$ cat src/rtl/core/dcc_pkg.sv
`timescale 1ns / 1ps
package dcc_pkg;

  localparam int Channels    = 64;
  localparam int MaxTaps     = 4;
  localparam int HistPerCh   = MaxTaps - 1;
  localparam int SampleWidth = 16;
  localparam int ChW         = $clog2(Channels);
  localparam int TapW        = $clog2(MaxTaps);
  localparam int KW          = 3;

  localparam logic [2:0] KIND_SAMPLE   = 3'd0;
  localparam logic [2:0] KIND_WEIGHT   = 3'd1;
  localparam logic [2:0] KIND_BIAS     = 3'd2;
  localparam logic [2:0] KIND_HIST_WR  = 3'd3;
  localparam logic [2:0] KIND_HIST_RD  = 3'd4;

  localparam logic [1:0] CFG_ACT_EN = 2'd0;
  localparam logic [1:0] CFG_TAPS   = 2'd1;

  localparam logic RESULT_CONV = 1'b0;
  localparam logic RESULT_HIST = 1'b1;

  typedef struct packed {
    logic [2:0]        kind;
    logic [ChW-1:0]    channel;
    logic [TapW-1:0]   tap;
    logic signed [15:0] value;
  } in_item_t;

  typedef struct packed {
    logic signed [15:0] result_value;
    logic               result_kind;
    logic               saturated;
    logic               last;
  } out_item_t;

  typedef struct packed {
    logic          load;
    logic          rd;
    logic          mul;
    logic          sum;
    logic          act1;
    logic          act2;
    logic          conv_ld;
    logic          hist_ld;
    logic [1:0]    idx;
    logic          last;
    logic [KW-1:0] k;
  } dcc_cmd_t;

  typedef struct packed {
    logic [2:0] kind;
  } dcc_status_t;

  function automatic logic [15:0] sig_lut(input logic [4:0] i);
    logic [15:0] r;
    case (i)
      5'd0:    r = 16'd16384;
      5'd1:    r = 16'd20397;
      5'd2:    r = 16'd23955;
      5'd3:    r = 16'd26790;
      5'd4:    r = 16'd28862;
      5'd5:    r = 16'd30282;
      5'd6:    r = 16'd31214;
      5'd7:    r = 16'd31807;
      5'd8:    r = 16'd32179;
      5'd9:    r = 16'd32408;
      5'd10:   r = 16'd32549;
      5'd11:   r = 16'd32635;
      5'd12:   r = 16'd32687;
      5'd13:   r = 16'd32719;
      5'd14:   r = 16'd32738;
      5'd15:   r = 16'd32750;
      5'd16:   r = 16'd32757;
      default: r = 16'd32757;
    endcase
    return r;
  endfunction

endpackage

$ cat src/rtl/core/dcc_ctrl.sv
`timescale 1ns / 1ps
module dcc_ctrl import dcc_pkg::*; (
  input  logic        clk_i,
  input  logic        rst_ni,
  input  logic        in_valid_i,
  output logic        in_stall_o,
  output logic        out_valid_o,
  input  logic        out_stall_i,
  input  logic        cfg_valid_i,
  input  logic [1:0]  cfg_index_i,
  input  logic [2:0]  cfg_data_i,
  input  dcc_status_t status_i,
  output dcc_cmd_t    cmd_o
);

  typedef enum logic [3:0] {
    S_IDLE, S_RD, S_MUL, S_SUM, S_ACT1, S_ACT2, S_FIN, S_HLD, S_OUT
  } state_e;

  state_e        state_q;
  logic          act_en_q;
  logic [2:0]    taps_q;
  logic [1:0]    idx_q;
  logic          hist_q;
  logic [KW-1:0] k;
  logic [1:0]    n;

  always_comb begin
    if (taps_q == 3'd0) begin
      k = 3'd1;
    end else if (taps_q > 3'(MaxTaps)) begin
      k = 3'(MaxTaps);
    end else begin
      k = taps_q;
    end
  end
  assign n = 2'(k - 3'd1);

  always_ff @(posedge clk_i or negedge rst_ni) begin
    if (!rst_ni) begin
      state_q  <= S_IDLE;
      act_en_q <= 1'b0;
      taps_q   <= 3'd4;
      idx_q    <= 2'd0;
      hist_q   <= 1'b0;
    end else begin
      if (cfg_valid_i) begin
        if (cfg_index_i == CFG_ACT_EN) begin
          act_en_q <= cfg_data_i[0];
        end else if (cfg_index_i == CFG_TAPS) begin
          taps_q <= cfg_data_i;
        end
      end
      case (state_q)
        S_IDLE: begin
          if (in_valid_i) begin
            state_q <= S_RD;
          end
        end
        S_RD: begin
          idx_q  <= 2'd0;
          hist_q <= 1'b0;
          if (status_i.kind == KIND_SAMPLE) begin
            state_q <= S_MUL;
          end else if (status_i.kind == KIND_HIST_RD && n != 2'd0) begin
            hist_q  <= 1'b1;
            state_q <= S_HLD;
          end else begin
            state_q <= S_IDLE;
          end
        end
        S_MUL: state_q <= S_SUM;
        S_SUM: state_q <= act_en_q ? S_ACT1 : S_FIN;
        S_ACT1: state_q <= S_ACT2;
        S_ACT2: state_q <= S_FIN;
        S_FIN: state_q <= S_OUT;
        S_HLD: state_q <= S_OUT;
        S_OUT: begin
          if (!out_stall_i) begin
            if (hist_q && (idx_q + 2'd1) != n) begin
              idx_q   <= idx_q + 2'd1;
              state_q <= S_HLD;
            end else begin
              state_q <= S_IDLE;
            end
          end
        end
        default: state_q <= S_IDLE;
      endcase
    end
  end

  assign in_stall_o  = (state_q != S_IDLE);
  assign out_valid_o = (state_q == S_OUT);

  always_comb begin
    cmd_o         = '0;
    cmd_o.k       = k;
    cmd_o.idx     = idx_q;
    cmd_o.last    = (idx_q + 2'd1) == n;
    cmd_o.load    = (state_q == S_IDLE) && in_valid_i;
    cmd_o.rd      = (state_q == S_RD);
    cmd_o.mul     = (state_q == S_MUL);
    cmd_o.sum     = (state_q == S_SUM);
    cmd_o.act1    = (state_q == S_ACT1);
    cmd_o.act2    = (state_q == S_ACT2);
    cmd_o.conv_ld = (state_q == S_FIN);
    cmd_o.hist_ld = (state_q == S_HLD);
  end

endmodule

$ cat config.mk
export PLATFORM = sky130hd
export DESIGN_NAME = dcc_ctrl
export DESIGN_NICKNAME = d
export VERILOG_FILES = /design/src/rtl/core/dcc_pkg.sv /design/src/rtl/core/dcc_ctrl.sv
export SDC_FILE = /design/constraint.sdc
export NUM_CORES = 1
export LEC_CHECK = 0
export ABC_AREA = 1
export ABC_CLOCK_PERIOD_IN_PS = 1760
export BUFFER_PORTS_ARGS = -buffer_cell sky130_fd_sc_hd__buf_2
export CAP_MARGIN = 20
export CORE_MARGIN = 5
export CORE_UTILIZATION = 35
export DETAILED_ROUTE_END_ITERATION = 6
export PLACE_DENSITY = 0.7
export SYNTH_ARGS = -nofsm -noshare
export SYNTH_HDL_FRONTEND = slang
export SYNTH_SLANG_ARGS = --single-unit
export TNS_END_PERCENT = 50
$ cat constraint.sdc
create_clock -name clk_i -period 1.76 [get_ports clk_i]
set_input_delay 0.088 -clock clk_i [delete_from_list [all_inputs] [get_ports clk_i]]
set_output_delay 0.088 -clock clk_i [all_outputs]
set_load 0.02 [all_outputs]
==> results.md, run 1 <==
- Seq. cell area: about 280 um^2
- Clock Sinks: 11
- Post-DP HPWL: approximately 1.5 mm
- Overflow after GRT: 0
- Final Cycle Share: just under 90%
- Share of cells above drive strength 1: 37.8%
- First-pass GRT wire length: 3.04 mm
- H-tree level count: 1
- Synthesized area: between 700 and 800 um^2
- Initial antenna violation count: 0
- Vias per cell: 4.54
- FF+latch count, synth: 11
- Max Slew Vio Count: 0
- Post-route ant nets: 0
- Clk slew on worst S/H paths: approximately 70 ps
- Wire per inst: approximately 11 um
- Area growth, synth to finish: 26.4%
- Drt pass-1 iters: 4
- Delay-heaviest family, CP: flip-flops
- Clk Latency, worst-skew pair: around 260 ps
- Hold Fails Final Rpt: 0
- EDFF count, synth: 0
- Pleak: between 0.0005 and 0.0006 uW
- Syn_area_per_cell: between 7 and 8 um^2
- P_int: between 600 and 700 uW
- Crit path buf inv count: 2
- CP Max Fanout: 5
- Critical path class: reg -> out
- WP data arrival: between 1000 and 1500 ps
- Die H: ~56 um
- Clock Skew: around 0.51 ps
- Global-route usage over all layers: a little under an eighth
- Max Cap Viol: 0
- # rows: 16
- P per Cell Area: 1260 mW/mm^2
- Reg2Reg Capture Point: idx_q[0]
- Clock power frac: about 15%
- Slew @ Worst Pin: 279 ps
- HP Start: cfg_valid_i
- Status: completed
- # IOs: 29
- Sequential share of the synthesized area: between 30 and 40%
- Critical path capture point type: primary output
- Critical-path top delay cell: dfrtp_1
- RR Startpoint: taps_q[2]
- # port buffers: 28
- RSZ-0062 raised after global routing: no
- Placed cell area: between 800 and 900 um^2
- Sequential cell fraction of total power: between 30% and 40%
- Synth top area cells: dfrtp_1, nand2_1, nor2_1
- Net Switching: 563 uW
- Main synth FF type: dfrtp_1
- Post-synth top cells: nand2_1, nor2_1, inv_1
- Slew Limit Headroom: 81.3%
- Post-synth ARST share: between 90% and 100%
- Count leader, synth: nand2_1
- Crit start category: flip-flop
- Placer Congestion: roughly 0.87
- Via count: 736
- Slowest stage delay, CP: about 440 ps
- Fin area: approximately 930 um^2
- Hold path depth: 2
- Post-Syn Instances: 104
- Critical Path RT: 1670 ps
- Hold EP: act_en_q
- CTS tree: yes
- Clock Tree Root: clkbuf_4
- Cell count of the worst reg-to-reg path: 11
- Synth cell types: 22
- Post-Route WL: 1.73 mm
- Initial Utilization: between 30% and 40%
- Layout Nets: around 150
- Combinational group share of total power: between 50% and 60%
- Min-Delay Path Class: in -> reg
- N_diodes: 0
- Fill cell count: 214
- Die area: between 0.003 and 0.004 mm^2
- CTS Buf Count: 3
- Final TNS setup: 0 ps
- Max VDD drop: approximately 800 uV
- Fmax: 652 MHz
- Starting DRC count in detailed routing: 3
- Largest net degree at the start of global routing: 12
- Multi-input logic area: about 380 um^2
- Warnings, synthesis: 0
- Final Critical Period: around 1500 ps
- Synth top area share: 33.9%
- R2r setup slk: roughly 370 ps
- Vias in the first global route: ~730
- # resized after CTS: 0
- DRC violations left: 0
- Final setup fails: 0
- Syn_nets: between 100 and 150
- Synth area leader: dfrtp_1
- Die width: roughly 56 um
- Bufs on Longest Clock Path: 2
- Switching portion of total power: 48.1%
- Core area: around 0.002 mm^2
- CP Cell Sequence: nor2_2 > inv_1 > nor3_1 > buf_2
-- cells in the final DEF (no fill, tap or decap) --
| master | instances |
|---|---|
| inv_1 | 14 |
| dlygate4sd3_1 | 1 |
| xor2_1 | 1 |
| buf_2 | 28 |
| nand3b_1 | 1 |
| o21ai_0 | 2 |
| nor2_4 | 2 |
| clkbuf_4 | 3 |
| nand3_2 | 3 |
| nand2_1 | 19 |
| clkbuf_1 | 1 |
| nand2_2 | 4 |
| xnor2_1 | 1 |
| a31oi_1 | 1 |
| nand2_4 | 2 |
| nor2_1 | 17 |
| a21oi_1 | 7 |
| dfstp_2 | 1 |
| inv_2 | 5 |
| nor3_1 | 2 |
| dfrtp_1 | 10 |
| nor2_2 | 2 |
| or2_2 | 1 |
| nand3_1 | 7 |
-- power groups by stage --
stage / combinational [uW] / sequential (uW) / clock (uW)
after floorplan: 467 / 370 / 0
after global placement: 613 / 376 / 0
after detailed placement: 625 / 381 / 0
after CTS: 631 / 376 / 176
after global routing: 702 / 386 / 195
final: 625 / 376 / 171
-- final cells by class --
cell class                 instances  share of cell area (%)
tap                               27                    3.62
timing repair buffer              29                    16.1
sequential                        11                    29.6
clock buffer                       4                    2.82
inverter                          19                    7.64
multi-input combinational         72                    40.2
-- worst register-to-register path, stage by stage (launching register included) --
cell     delay [ps]
dfstp_2         560
inv_2            60
nand2_1          70
nand2_1          70
nand2_1          60
nand2_1          70
nand3_2          90
nand2_2          80
nand2_2          90
nand2_2          60
nand2_1          50
nand2_1          50
-- sequential cells by signal, indices dropped and copies added (netlist names) --
name / cells
taps_q: 3
idx_q: 2
act_en_q: 1
state_q: 4
hist_q: 1
-- per-stage QoR --
stage / instances / power [uW] / util, % / setup WS (ps) / hold slack (ps)
2_1_floorplan: 104 / 837 / - / 279 / -208
3_5_place_dp: 157 / 1010 / 45.3 / 363 / -20.3
3_3_place_gp: 157 / 990 / 45.3 / 452 / -28.7
4_1_cts: 162 / 1180 / 47.1 / 232 / 35.6
6_report: 162 / 1170 / 47.1 / 227 / 39.2
5_1_grt: 162 / 1280 / 47.1 / 110 / 41.2
-- per-layer routing --
metal	wire (um)	track usage, %
met1	782	14.2
met2	863	20.9
met3	79	2.55
met4	0	3.05
met5	0	0
-- worst max-delay path by stage --
stage               start          to  slack (ps)  depth (start not counted)
2_1_floorplan  state_q[0]  state_q[2]         280                          7
6_report       state_q[0]    cmd_o[9]         230                          4
4_1_cts        state_q[0]    cmd_o[9]         230                          4
3_5_place_dp    taps_q[2]    idx_q[0]         360                         11
5_1_grt        state_q[0]    cmd_o[9]         110                          4
3_3_place_gp    taps_q[2]    idx_q[1]         450                         11
-- cells by family (layout without fill, tap and decap cells) --
group           after synthesis  after routing  share of synthesized area (%)
simple gates                 60             60                           41.5
buf+inv                      21             52                           11.7
flops                        11             11                           37.5
compound gates               10             10                           6.95
xor+xnor                      2              2                           2.37
-- timing repair --
item | 4_1_cts | 5_1_grt
hold buffers | 1 | 0
setup buffers | 0 | 0
hold endpoints to repair | 11 | 0
No activity file was read; power rests on OpenSTA's default activity.
==> run 2, diff against run 1 <==
CORE_ASPECT_RATIO = 0.9   (was default)
GPL_TIMING_DRIVEN = 0   (was default)
==> run 2 against run 1 <==
  * Clock-buffer cell count is the same
  * Combinational power is essentially flat
  * Sequential share of layout area shrank 0.39 points
  * Clock skew is essentially flat
  * Design area grew 1.3%
  * Critical path type unchanged
==> results.md, run 2 (synthesized netlist as in run 1, its figures left out) <==
- Status: completed
- Die width: 58.4 um (+4.4%)
- Layout Nets: 151 (+1.3%)
- Final Critical Period: 1540 ps (+7.13 ps)
- CTS tree: yes
- RSZ-0062 raised after global routing: no
- Pleak: 0.000578 uW (+1.3%)
- Slew Limit Headroom: 81.6% (+0.33 points)
- Min-Delay Path Class: in -> reg
- Top reg by flops: state_q
- Vias per cell: 4.51 (-0.68%)
- Die H: 53.6 um (-4.2%)
- Clock Tree Root: clkbuf_4
- Commonest non-fill, non-tap cells in the layout: buf_2, nand2_1, nor2_1
- Fin area: 946 um^2 (+1.3%)
- Clk Latency, worst-skew pair: 260 ps (about the same)
- Starting DRC count in detailed routing: 15 (+12)
- Vias in the first global route: 711 (-2.5%)
- Clk slew on worst S/H paths: 60 ps (about the same)
- CP Max Fanout: 5 (unchanged)
- Area growth, synth to finish: 28.1%
- DRC violations left: 0 (unchanged)
- CTS Buf Count: 3 (unchanged)
- Overflow after GRT: 0 (unchanged)
- Max Slew Vio Count: 0 (unchanged)
- Slew @ Worst Pin: 274 ps (-4.98 ps)
- # rows: 15 (-1)
- RR Startpoint: taps_q[2]
- H-tree level count: 1 (unchanged)
- Clock Sinks: 11 (unchanged)
- Critical Path RT: 1670 ps (about the same)
- Initial Utilization: 37.5% (+0.21 points)
- Final setup fails: 0 (unchanged)
- Via count: 731 (-0.68%)
- Clock Skew: 0.903 ps (+0.389 ps)
- Max reg flops: 4 (unchanged)
- P per Cell Area: 1220 mW/mm^2 (-2.5%)
- Pwr Total: 1160 uW (-1.2%)
- Die area: 0.00313 mm^2 (about the same)
- First-pass GRT wire length: 2.75 mm (-9.5%)
- HP Start: cfg_valid_i
- Top Registers: state_q (4), taps_q (3), idx_q (2)
- Post-route ant nets: 0 (unchanged)
- Final TNS setup: 0 ps (unchanged)
- Final Cycle Share: 87.5% (+0.41 points)
- Placed cell area: 910 um^2 (+1.4%)
- Most common cell after layout, fill and taps aside: buf_2
- Initial antenna violation count: 0 (unchanged)
- # port buffers: 28 (unchanged)
- Wire per inst: 10.1 um (-4.9%)
- Worst Setup SP: state_q[0]
- Max Cap Viol: 0 (unchanged)
- Post-CTS Setup Inserts: 0 (unchanged)
- Core area: 0.00197 mm^2 (-0.57%)
- # resized after CTS: 0 (unchanged)
- Largest net degree at the start of global routing: 12 (unchanged)
- Fmax: 649 MHz (-0.46%)
- Post-DP HPWL: 1.41 mm (-3.1%)
- Hold Fails Final Rpt: 0 (unchanged)
- Critical path class: reg -> out
- WP data arrival: 1450 ps (about the same)
- Drt pass-1 iters: 4 (unchanged)
- Max VDD drop: 695 uV (-13%)
- Critical path capture point type: primary output
- # IOs: 29 (unchanged)
- Post-Route WL: 1.64 mm (-4.9%)
- Placer Congestion: 0.842 (-2.8%)
- Bufs on Longest Clock Path: 2 (unchanged)
- N_diodes: 0 (unchanged)
- Share of cells above drive strength 1: 38.0% (+0.18 points)
- Crit start category: flip-flop
- Global-route usage over all layers: 11.4% (-0.33 points)
-- run 2: cell types whose count changed in the layout (fill, tap and decap cells not counted) --
cell / before / now
clkbuf_1: 1 / 2
buf_6: 0 / 1
-- run 2: power by group --
part           internal (uW)  switching [uW]
combinational            215             410
sequential               313            57.3
clock                   87.4            74.7
-- run 2: routing by layer --
metal	vias to the layer above	global-route usage (%)	wire length, um
met2	18	18.6	735
li1	388	-	-
met3	2	2.40	104
met5	-	0	0
met4	0	4.63	9
met1	323	14.8	791
-- run 2: worst max-delay path: stages (launching register included) --
cell and delay (ps):
dfrtp_1 440, nor2_2 220, inv_1 80, nor3_1 230, buf_2 220
-- run 2: timing repair --
action / 4_1_cts / 5_1_grt
hold buffers: 1 / 0
endpoints found under the setup margin: 0 / 0
hold endpoints to repair: 11 / 0
-- run 2: final timing paths --
path / endpoint / slack, ps / cells past startpoint
min in group asynchronous: idx_q[0] / 220 / 2
max in group asynchronous: taps_q[2] / 1280 / 2
setup / recovery: cmd_o[9] / 220 / 4
hold / removal: act_en_q / 40 / 2
hold reg to reg: taps_q[0] / 520 / 2
setup reg to reg: idx_q[1] / 350 / 11
-- run 2: area by class of cell --
type | count | area (um^2)
buffer | 2 | 15.0
clock buffer | 4 | 26.3
tap | 25 | 31.3
multi-input combinational | 72 | 375
sequential | 11 | 277
timing repair buffer | 29 | 150
inverter | 19 | 71.3
fill | 219 | 1020
-- run 2: stage by stage --
step	worst slack, ps	hold slack, ps	cells	util, %
3_3_place_gp	419	-34.9	157	46.2
6_report	220	42.5	162	48.0
2_1_floorplan	279	-208	104	-
3_5_place_dp	369	-29.1	157	46.2
4_1_cts	227	36.6	162	48.0
5_1_grt	129	63.1	162	48.0
==> run 3, diff against run 2 <==
CORE_ASPECT_RATIO = default   (was 0.9)
==> run 3 against run 2 <==
  * Via count increased by 1.6%
  * Sequential power about the same
  * Sequential share of layout area decreased by 0.077 points
  * Die area about the same
  * Critical endpoint unchanged
==> results.md, run 3 (synthesized netlist as in run 1, its figures left out) <==
- Clock power frac: 14.7% (+0.7 points)
- RSZ-0062 raised after global routing: no
- Place WS: 360 ps (-8.84 ps)
- Layout Nets: 151 (unchanged)
- Placed cell area: 912 um^2 (+0.28%)
- Cell count of the worst reg-to-reg path: 8 (-3)
- Switching portion of total power: 48.0% (+1.2 points)
- Most common cell after layout, fill and taps aside: buf_2
- Post-CTS Setup Inserts: 0 (unchanged)
- R2r setup slk: 360 ps (about the same)
- Commonest non-fill, non-tap cells in the layout: buf_2, nand2_1, nor2_1
- Critical Path RT: 1670 ps (about the same)
- Post-route ant nets: 0 (unchanged)
- Fin area: 948 um^2 (+0.26%)
- # port buffers: 28 (unchanged)
- CTS Buf Count: 3 (unchanged)
- Initial Utilization: 37.2% (-0.21 points)
- P per Cell Area: 1250 mW/mm^2 (+2.0%)
- Status: completed
- RR Startpoint: state_q[0]
- CP Max Fanout: 5 (unchanged)
- Die width: 55.9 um (-4.3%)
- Die area: 0.00313 mm^2 (about the same)
- # hold bufs at CTS: 1 (unchanged)
- Max Cap Viol: 0 (unchanged)
- Worst Setup SP: state_q[0]
- Clk slew on worst S/H paths: 70 ps (about the same)
- Die H: 55.9 um (+4.4%)
- Starting DRC count in detailed routing: 14 (-1)
- Placer Congestion: 0.929 (+10%)
- DRC violations left: 0 (unchanged)
- Hold Fails Final Rpt: 0 (unchanged)
- First-pass GRT wire length: 2.92 mm (+6.0%)
- Reg2Reg Capture Point: idx_q[1]
- Finished Core Util: 47.9% (-0.15 points)
- Core area: 0.00198 mm^2 (+0.57%)
- Min-Delay Path Class: in -> reg
- Slew Limit Headroom: 79.6% (-2.0 points)
- Initial antenna violation count: 0 (unchanged)
- Final setup fails: 0 (unchanged)
- Slew @ Worst Pin: 304 ps (+30.4 ps)
- Fmax: 636 MHz (-2.0%)
- Post-DP HPWL: 1.44 mm (+2.0%)
- # IOs: 29 (unchanged)
- Share of cells above drive strength 1: 38.0% (unchanged)
- CP endpoint: cmd_o[9]
- Clock Sinks: 11 (unchanged)
- Crit start category: flip-flop
- Overflow after GRT: 0 (unchanged)
- Via count: 743 (+1.6%)
- Max Slew Vio Count: 0 (unchanged)
- Post-route setup slack: 188 ps (-31.9 ps)
- Clock Skew: 4.09 ps (+3.19 ps)
- WP data arrival: 1480 ps (+30 ps)
- Largest net degree at the start of global routing: 12 (unchanged)
- Final Cycle Share: 89.3% (+1.8 points)
- N_diodes: 0 (unchanged)
- Max VDD drop: 650 uV (-6.4%)
- Net Switching: 568 uW (+4.8%)
- Global-route usage over all layers: 11.5% (+0.039 points)
- # rows: 16 (+1)
- Top Registers: state_q (4), taps_q (3), idx_q (2)
- Critical path class: reg -> out
- H-tree level count: 1 (unchanged)
- Final TNS setup: 0 ps (unchanged)
- Final Critical Period: 1570 ps (+31.9 ps)
- Pleak: 0.000578 uW (unchanged)
- Combinational group share of total power: 53.9% (about the same)
- Post-Route WL: 1.76 mm (+7.0%)
- Clk Latency, worst-skew pair: 270 ps (about the same)
- Sequential cell fraction of total power: 31.5% (-0.5 points)
- Top reg by flops: state_q
- Vias per cell: 4.53 (+0.40%)
- Clock Tree Root: clkbuf_4
- P_int: 616 uW (about the same)
- Wire per inst: 10.7 um (+5.7%)
- Critical path capture point type: primary output
- # resized after CTS: 0 (unchanged)
- Pwr Total: 1180 uW (+2.2%)
- CTS tree: yes
- Vias in the first global route: 766 (+7.7%)
- Bufs on Longest Clock Path: 2 (unchanged)
- Drt pass-1 iters: 4 (unchanged)
- Area growth, synth to finish: 28.5%
- Max reg flops: 4 (unchanged)
-- run 3: layout make-up --
cell class / instances / area, um^2
Tap cell: 27 / 33.8
Buffer: 2 / 15.0
Sequential cell: 11 / 277
Fill cell: 201 / 1030
Clock buffer: 4 / 26.3
Multi-Input combinational cell: 72 / 375
Inverter: 19 / 71.3
Timing Repair Buffer: 29 / 150
-- run 3: power groups by stage --
stage               Clock (uW)  Sequential [uW]  Combinational (uW)
floorplan                    0              370                 467
CTS                        179              370                 640
finish                     174              373                 637
global route               192              379                 707
detailed placement           0              375                 636
global placement             0              372                 618
-- run 3: how the worst min path moves through the flow --
stage	startpoint	to	slack, ps	cells after the start
after floorplan	rst_ni	act_en_q	-210	0
after global placement	rst_ni	state_q[0]	-30	1
after detailed placement	rst_ni	act_en_q	-30	1
after CTS	cfg_valid_i	act_en_q	40	2
after global routing	cfg_valid_i	act_en_q	50	2
final	cfg_valid_i	act_en_q	40	2
-- run 3: worst max-delay path, cell delays in order, from the launching register on --
cell     delay [ps]
dfrtp_1         440
nor2_2          220
inv_1            80
nor3_1          250
buf_2           230
-- run 3: per-stage QoR --
| stage | cells | hold WS, ps |
|---|---|---|
| after floorplan | 104 | -208 |
| after CTS | 164 | 38.6 |
| after global routing | 164 | 45.7 |
| after global placement | 159 | -30.1 |
| after detailed placement | 159 | -26.8 |
| final | 164 | 39.4 |
-- run 3: per-layer routing --
| layer | vias to the layer above | part of all wire, % | GRT usage [%] |
|---|---|---|---|
| li1 | 383 | - | - |
| met1 | 328 | 44 | 12.2 |
| met2 | 30 | 48 | 20.8 |
| met3 | 2 | 7.5 | 3.48 |
| met4 | 0 | 0.51 | 4.75 |
| met5 | - | 0 | 0 |
